==> config.mk <==
export PLATFORM = sky130hd
export DESIGN_NAME = mwas_ctrl
export DESIGN_NICKNAME = d
export VERILOG_FILES = /design/src/sv/mwas_pkg.sv /design/src/sv/mwas_ctrl.sv
export SDC_FILE = /design/constraint.sdc
export NUM_CORES = 1
export LEC_CHECK = 0
export ABC_CLOCK_PERIOD_IN_PS = 2400
export BUFFER_PORTS_ARGS = -buffer_cell sky130_fd_sc_hd__buf_2
export CELL_PAD_IN_SITES_DETAIL_PLACEMENT = 0
export CELL_PAD_IN_SITES_GLOBAL_PLACEMENT = 1
export CORE_MARGIN = 5
export CORE_UTILIZATION = 39
export CTS_BUF_LIST = sky130_fd_sc_hd__clkbuf_2
export CTS_CLUSTER_SIZE = 14
export DETAILED_ROUTE_END_ITERATION = 10
export GPL_TIMING_DRIVEN = 0
export PLACE_DENSITY = 0.88
export SYNTH_ARGS = -nofsm -noshare
export SYNTH_HDL_FRONTEND = slang
export SYNTH_SLANG_ARGS = --single-unit
==> constraint.sdc <==
create_clock -name clk -period 2.4 [get_ports clk]
set_input_delay 0.12 -clock clk [delete_from_list [all_inputs] [get_ports clk]]
set_output_delay 0.12 -clock clk [all_outputs]
set_load 0.005 [all_outputs]
==> src/sv/mwas_pkg.sv <==
// ----------------------------------------------------------------------------
// mwas_pkg
// Types and constants shared by the assignment solver modules.
// ----------------------------------------------------------------------------
`timescale 1ns / 1ps

package mwas_pkg;

    localparam int DEF_MAX_SIZE = 16;
    localparam int WEIGHT_W     = 16;
    localparam int PORT_IDX_W   = 6;
    localparam int TOTAL_W      = 22;
    localparam int SIZE_W       = 7;
    localparam int PADDR_W      = 3;
    localparam int PDATA_W      = 32;
    localparam int LBL_W        = 32;

    localparam logic [SIZE_W-1:0] DEF_ACTIVE_SIZE = 7'd16;

    // Slack of a column not yet reached; stays positive under any relabel sequence.
    localparam logic signed [LBL_W-1:0] SLACK_INF = 32'sh4000_0000;

    typedef enum logic [13:0] {
        S_CLEAR      = 14'b00000000000001,
        S_IDLE       = 14'b00000000000010,
        S_INIT_RD    = 14'b00000000000100,
        S_INIT_ACC   = 14'b00000000001000,
        S_PHASE_CHK  = 14'b00000000010000,
        S_PHASE_INIT = 14'b00000000100000,
        S_POP        = 14'b00000001000000,
        S_SCAN_RD    = 14'b00000010000000,
        S_SCAN_EV    = 14'b00000100000000,
        S_TAO        = 14'b00001000000000,
        S_APPLY      = 14'b00010000000000,
        S_FLIP       = 14'b00100000000000,
        S_SUM        = 14'b01000000000000,
        S_EMIT       = 14'b10000000000000
    } state_t;

    typedef enum logic [3:0] {
        OP_NOP,
        OP_WRITE,
        OP_LOAD,
        OP_CLEAR,
        OP_INIT_RD,
        OP_INIT_ACC,
        OP_PHASE_CHK,
        OP_PHASE_INIT,
        OP_POP,
        OP_SCAN_RD,
        OP_SCAN_EV,
        OP_TAO,
        OP_APPLY,
        OP_FLIP,
        OP_SUM,
        OP_EMIT
    } op_t;

    typedef struct packed {
        op_t op;
    } dp_cmd_t;

    typedef struct packed {
        logic clear_done;
        logic init_last;
        logic unmatched_zero;
        logic any_pending;
        logic scan_skip;
        logic scan_last;
        logic aug;
        logic tao_inf;
        logic freec_found;
        logic flip_done;
        logic sweep_last;
    } dp_status_t;

endpackage

==> src/sv/mwas_ctrl.sv <==
// ----------------------------------------------------------------------------
// mwas_ctrl
// Sequencer of the solver: walks the solve phases and commands the datapath.
// ----------------------------------------------------------------------------
`timescale 1ns / 1ps

module mwas_ctrl (
    input  logic                 clk,
    input  logic                 rst_n,
    input  logic                 start,
    input  logic                 kind,
    input  mwas_pkg::dp_status_t status,
    output mwas_pkg::dp_cmd_t    cmd,
    output logic                 busy
);

    mwas_pkg::state_t state_reg, state_next;

    always_comb
    begin
        state_next = state_reg;
        cmd.op     = mwas_pkg::OP_NOP;
        case (state_reg)
            mwas_pkg::S_CLEAR:
            begin
                cmd.op = mwas_pkg::OP_CLEAR;
                if (status.clear_done)
                    state_next = mwas_pkg::S_IDLE;
            end
            mwas_pkg::S_IDLE:
            begin
                if (start && kind)
                begin
                    cmd.op     = mwas_pkg::OP_LOAD;
                    state_next = mwas_pkg::S_INIT_RD;
                end
                else if (start)
                    cmd.op = mwas_pkg::OP_WRITE;
            end
            mwas_pkg::S_INIT_RD:
            begin
                cmd.op     = mwas_pkg::OP_INIT_RD;
                state_next = mwas_pkg::S_INIT_ACC;
            end
            mwas_pkg::S_INIT_ACC:
            begin
                cmd.op     = mwas_pkg::OP_INIT_ACC;
                state_next = status.init_last ? mwas_pkg::S_PHASE_CHK : mwas_pkg::S_INIT_RD;
            end
            mwas_pkg::S_PHASE_CHK:
            begin
                cmd.op     = mwas_pkg::OP_PHASE_CHK;
                state_next = status.unmatched_zero ? mwas_pkg::S_SUM : mwas_pkg::S_PHASE_INIT;
            end
            mwas_pkg::S_PHASE_INIT:
            begin
                cmd.op     = mwas_pkg::OP_PHASE_INIT;
                state_next = mwas_pkg::S_POP;
            end
            mwas_pkg::S_POP:
            begin
                cmd.op     = mwas_pkg::OP_POP;
                state_next = status.any_pending ? mwas_pkg::S_SCAN_RD : mwas_pkg::S_TAO;
            end
            mwas_pkg::S_SCAN_RD:
            begin
                cmd.op = mwas_pkg::OP_SCAN_RD;
                if (!status.scan_skip)
                    state_next = mwas_pkg::S_SCAN_EV;
                else if (status.scan_last)
                    state_next = mwas_pkg::S_POP;
            end
            mwas_pkg::S_SCAN_EV:
            begin
                cmd.op = mwas_pkg::OP_SCAN_EV;
                if (status.aug)
                    state_next = mwas_pkg::S_FLIP;
                else if (status.scan_last)
                    state_next = mwas_pkg::S_POP;
                else
                    state_next = mwas_pkg::S_SCAN_RD;
            end
            mwas_pkg::S_TAO:
            begin
                cmd.op = mwas_pkg::OP_TAO;
                if (status.sweep_last)
                    state_next = status.tao_inf ? mwas_pkg::S_SUM : mwas_pkg::S_APPLY;
            end
            mwas_pkg::S_APPLY:
            begin
                cmd.op = mwas_pkg::OP_APPLY;
                if (status.sweep_last)
                    state_next = status.freec_found ? mwas_pkg::S_FLIP : mwas_pkg::S_POP;
            end
            mwas_pkg::S_FLIP:
            begin
                cmd.op = mwas_pkg::OP_FLIP;
                if (status.flip_done)
                    state_next = mwas_pkg::S_PHASE_CHK;
            end
            mwas_pkg::S_SUM:
            begin
                cmd.op = mwas_pkg::OP_SUM;
                if (status.sweep_last)
                    state_next = mwas_pkg::S_EMIT;
            end
            mwas_pkg::S_EMIT:
            begin
                cmd.op = mwas_pkg::OP_EMIT;
                if (status.sweep_last)
                    state_next = mwas_pkg::S_IDLE;
            end
            default:
            begin
                state_next = mwas_pkg::S_IDLE;
            end
        endcase
    end

    always_ff @(posedge clk or negedge rst_n)
    begin
        if (!rst_n)
            state_reg <= mwas_pkg::S_CLEAR;
        else
            state_reg <= state_next;
    end

    assign busy = (state_reg != mwas_pkg::S_IDLE);

endmodule

Word level (Yosys, flattened, before mapping)
Cells that the tools add are included.

Reductions and logical operators: 2. Multiplexer cells: 20. Equality and inequality tests: 23.

Operators by type and width (count): one-hot mux 14 bit (14 select lines) (1); 2-to-1 mux 14 bit (9); one-hot mux 4 bit (14 select lines) (1); 2-to-1 mux 13 bit (2); 2-to-1 mux 12 bit (2); equality test 14 x 1 -> 1 bit (second input constant) (1); equality test 14 x 10 -> 1 bit (second input constant) (1); equality test 14 x 11 -> 1 bit (second input constant) (1); equality test 14 x 12 -> 1 bit (second input constant) (1); equality test 14 x 13 -> 1 bit (second input constant) (1); equality test 14 bit (second input constant) (1); equality test 14 x 2 -> 1 bit (second input constant) (1); equality test 14 x 3 -> 1 bit (second input constant) (1); equality test 14 x 4 -> 1 bit (second input constant) (1); equality test 14 x 5 -> 1 bit (second input constant) (1); equality test 14 x 6 -> 1 bit (second input constant) (1); equality test 14 x 7 -> 1 bit (second input constant) (1); equality test 14 x 8 -> 1 bit (second input constant) (1); equality test 14 x 9 -> 1 bit (second input constant) (1); inequality test 14 x 2 -> 1 bit (second input constant) (1); inequality test 2 bit (second input constant) (7); 2-to-1 mux 10 bit (1); 2-to-1 mux 8 bit (1); AND reduction 8 bit (1); 5 further kinds (5).

Flip-flop bits (word level): 14. Output and inout bits: 5. Logic and storage cells: 46.

Logic depth before layout (Yosys ltp)
Depth after elaboration: 3. Gate-level depth with buffers: 7. Gate-level depth less buffers: 6.

Least setup slack after synthesis
OpenSTA, ideal clock, no wires.

Path kind: reg-to-reg. Start point: reg state_reg[12]. End point: reg state_reg[10]. Cell stages (with the launch flop): 8. Setup slack: 51 ps. Path buffers: 1. Data arrival time: 2224 ps. Setup time: 125 ps. Data required time: 2275 ps. Cell sequence: dfrtp_1 > buf_6 > or2_4 > nor4_4 > nand3_4 > or3_4 > o2111ai_4 > mux2_4.

Longest elaborated chain between the ends: 3. Elaborated cells between the ends (all ways): 24. Classes of those cells: 22 x eq/ne; 1 x mux; 1 x reduce/logical.

RTL lines: start: declaration (line mwas_ctrl.sv:17) `mwas_pkg::state_t state_reg, state_next;`; start signal: assignment (line mwas_ctrl.sv:123) `state_reg <= mwas_pkg::S_CLEAR;`; start signal: assignment (line mwas_ctrl.sv:125) `state_reg <= state_next;`; equality test 14 x 8 -> 1 bit, or another cell as far along (line mwas_ctrl.sv:23) `case (state_reg)`; inequality test 3 bit (no line) or inequality test 2 bit (tied branches); AND reduction 8 bit (no line).

Several ways; a longest one is shown, not always the timed one. A chain may end at the register's enable or synchronous reset.

Final worst setup path
Start point: reg state_reg[13]. End point: reg state_reg[10].

Same word-level chain as after synthesis.

==> results.py <==
metrics = {
    "route": {
        "drc_errors": 0,
        "first_pass_iters": 4,
        "num_vias": 1202,
        "routedWlPerCell_um": 17.6,
        "route.antenna.remaining_nets": 0,
        "avgViaCountPerCell": 5.98,
        "routed_wl_um": 3530,
        "drtIter0Drc": 118,
    },
    "run": {
        "maxCapViolations": 0,
    },
    "sta": {
        "worst_pin_slew_ps": 485,
        "final-setup-viol-count": 3,
        "period_share_pct": 102,
        "rsz0062_at_grt": "true",
        "fin_skew_ps": 2.96,
        "slew_headroom_pct": 67.2,
        "max_freq_mhz": 407,
        "fin_ws_ps": -58.9,
        "post-route-min-period_ps": 2460,
        "finalHoldViolCount": 0,
        "maxSlewViolCount": 0,
    },
    "critical_path": {
        "reg2reg_from": "state_reg[13]",
        "start_kind": "flop",
        "crit_path_end_kind": "flop",
        "path_max_fanout": 5,
        "reg2reg_to": "state_reg[10]",
        "r2r_setup_slack_ps": -60,
        "critPathRequiredTime_ps": 2620,
        "path_class": "reg2reg",
        "reg2reg_depth": 8,
        "arrival_ps": 2680,
    },
    "hold_path": {
        "hold_start": "status[7]",
        "min_path_type": "in2reg",
        "holdPathEnd": "state_reg[7]",
        "hold_depth": 3,
    },
    "logic_synthesis": {
        "synth.area.top_cells": "dfrtp_1, nor2_1, nor4_4",
        "synth-async-reset-ratio_pct": 100,
        "synth_compound_area_share_pct": 18.1,
        "ys.flop_type": "dfrtp_1",
        "synth_xor_xnor_area_share_pct": 3.85,
        "synth_top_area_share_pct": 28.6,
        "yosysTopAreaCell": "dfrtp_1",
        "syn-cell-area_mm2": 0.00114,
        "synth-adder-area-share_pct": 0,
        "syn-mean-instance-area_um2": 9.09,
        "yosys.area_share.simple_pct": 39.3,
        "synth_top_family_by_area": "simple AND/OR/NAND/NOR gates",
        "ys_warn_count": 0,
        "ys_ff_latch": 14,
        "synth-edff-count": 0,
        "ys_types": 53,
        "ys_seq_area_share_pct": 30.9,
        "syn_inst": 125,
        "muxShareOfSynthArea_pct": 2.20,
        "ys_top_cells_by_count": "dfrtp_1, nor2_1, nor3_1",
        "syn-num-nets": 140,
    },
    "clocking": {
        "path_clk_slew_ps": 160,
        "cts-root-buf": "clkbuf_2",
        "clock_latency_ps": 310,
        "cts_tree": "yes",
        "numCtsBuffers": 3,
        "clkSinkCount": 14,
        "htree_levels": 1,
        "clk_path_buf_depth": 2,
    },
    "global_route": {
        "overflow": 0,
        "grt_pass1_wl_um": 5400,
        "grt_usage_pct": 16.5,
        "antenna_found_initial": 0,
        "grt_max_degree": 15,
        "grt_pass1_vias": 1152,
    },
    "pwr": {
        "combPwrFrac_pct": 58.1,
        "p_total_mw": 1.04,
        "switchingPower_uw": 440,
        "p_leak_nw": 0.760,
        "p_clk_share_pct": 12.5,
        "seq_power_share_pct": 29.4,
        "irDropWorstVdd_mv": 0.435,
        "p_int_uw": 600,
        "power_density_mw_per_mm2": 652,
        "p_sw_share_pct": 42.3,
    },
    "place": {
        "gp_congestion": 0.924,
        "dpl_worst_slack_ps": -294,
        "hpwl_um": 2300,
        "port_buffers": 19,
    },
    "cells_and_area": {
        "diodes": 0,
        "fin_nets": 186,
        "area_growth_pct": 40.4,
        "final_layout_size_suffix_gt1_share_pct": 44.1,
        "largest_reg_flops": 14,
    },
    "floorplanning": {
        "core_mm2": 0.00278,
        "rows": 19,
        "dieArea_mm2": 0.00409,
        "die_h_um": 64.0,
        "ios": 20,
        "die_x_um": 64.0,
        "initial_core_util_pct": 40.8,
    },
    "status": {
        "violations": "setup timing",
        "outcome": "finished, violations left",
    },
}
## cell usage in the layout (no fill, tap or decap), types with 2 or more instances in the layout
cell / n
xor2_1: 3
nand2b_1: 5
o21ai_2: 2
clkbuf_2: 5
a32oi_1: 2
nand2_1: 3
nor2b_1: 2
dfrtp_1: 13
o21a_1: 3
nor2_1: 13
a21oi_1: 2
buf_4: 16
nor4_1: 2
o22ai_1: 2
nor4_4: 4
inv_1: 4
xnor2_1: 2
nand3b_1: 3
buf_6: 7
nand3_1: 2
nor3_1: 7
o21ai_0: 2
or2_4: 2
nand4_1: 4
buf_2: 18
nor3b_1: 2
dlygate4sd3_1: 5
## metal layers
layer | GRT usage (%) | up-vias | wire length, um
li1 | - | 573 | -
met1 | 20.9 | 570 | 1510
met2 | 27.1 | 46 | 1730
met3 | 4.73 | 13 | 201
met4 | 5.19 | 0 | 84
met5 | 0 | - | 0
## power by group through the flow
stage / logic (mW) / clock network, mW / registers, mW
3_5_place_dp: 0.399 / 0 / 0.307
4_1_cts: 0.520 / 0.130 / 0.304
3_3_place_gp: 0.391 / 0 / 0.306
2_1_floorplan: 0.281 / 0 / 0.299
5_1_grt: 0.648 / 0.143 / 0.313
6_report: 0.604 / 0.130 / 0.306
## cells by family after synthesis
group	Yosys count
AND/OR/NAND/NOR	67
AO/OA/AOI/OAI	26
flip-flops	14
buffers and inverters	11
XOR/XNOR	5
multiplexers	2
## how the worst max path moves through the flow
stage                  start       endpoint  cells past startpoint
2_1_floorplan  state_reg[12]  state_reg[10]                      7
3_3_place_gp    state_reg[5]  state_reg[10]                      6
3_5_place_dp    state_reg[5]         cmd[1]                      6
4_1_cts         state_reg[8]  state_reg[10]                      8
5_1_grt         state_reg[2]         cmd[1]                      6
6_report       state_reg[13]  state_reg[10]                      8
## cell type report
| class | instances | area [um^2] |
|---|---|---|
| timing repair buffer | 42 | 298 |
| clock buffer | 3 | 15.0 |
| buffer | 6 | 51.3 |
| multi-input combinational | 100 | 822 |
| clock inverter | 1 | 3.75 |
| sequential | 14 | 352 |
| fill | 266 | 1190 |
| tap | 31 | 38.8 |
| inverter | 4 | 15.0 |
## per-stage QoR
stage	setup TNS [ps]	hold WS, ps	cells	area (um^2)	utilization (%)
finish	-133	24.1	201	1600	57.4
global route	-1090	66.1	201	1600	57.4
CTS	-4.13	22.4	194	1480	53.2
detailed placement	-1270	44.3	175	1270	45.7
global placement	-577	39.2	175	1270	45.7
floorplan	0	-176	125	1140	-
## timing repair
| item | in CTS | in global routing |
|---|---|---|
| endpoints found under the hold margin | 17 | 1 |
| hold buffers | 4 | 1 |
| pin swaps | 10 | 12 |
| gates resized for setup | 18 | 12 |
| buffers inserted | 11 | 7 |
| setup endpoints to repair | 13 | 11 |
## worst max-delay path, cell delays in order, from the launching register on
cell and delay (ps):
dfrtp_1 410, buf_6 130, or2_4 270, nor4_4 250, buf_4 210, nand3_4 80, or3_4 410, o2111ai_4 280
mux2_4 330
Note: power is estimated with default switching activity, not from simulation.
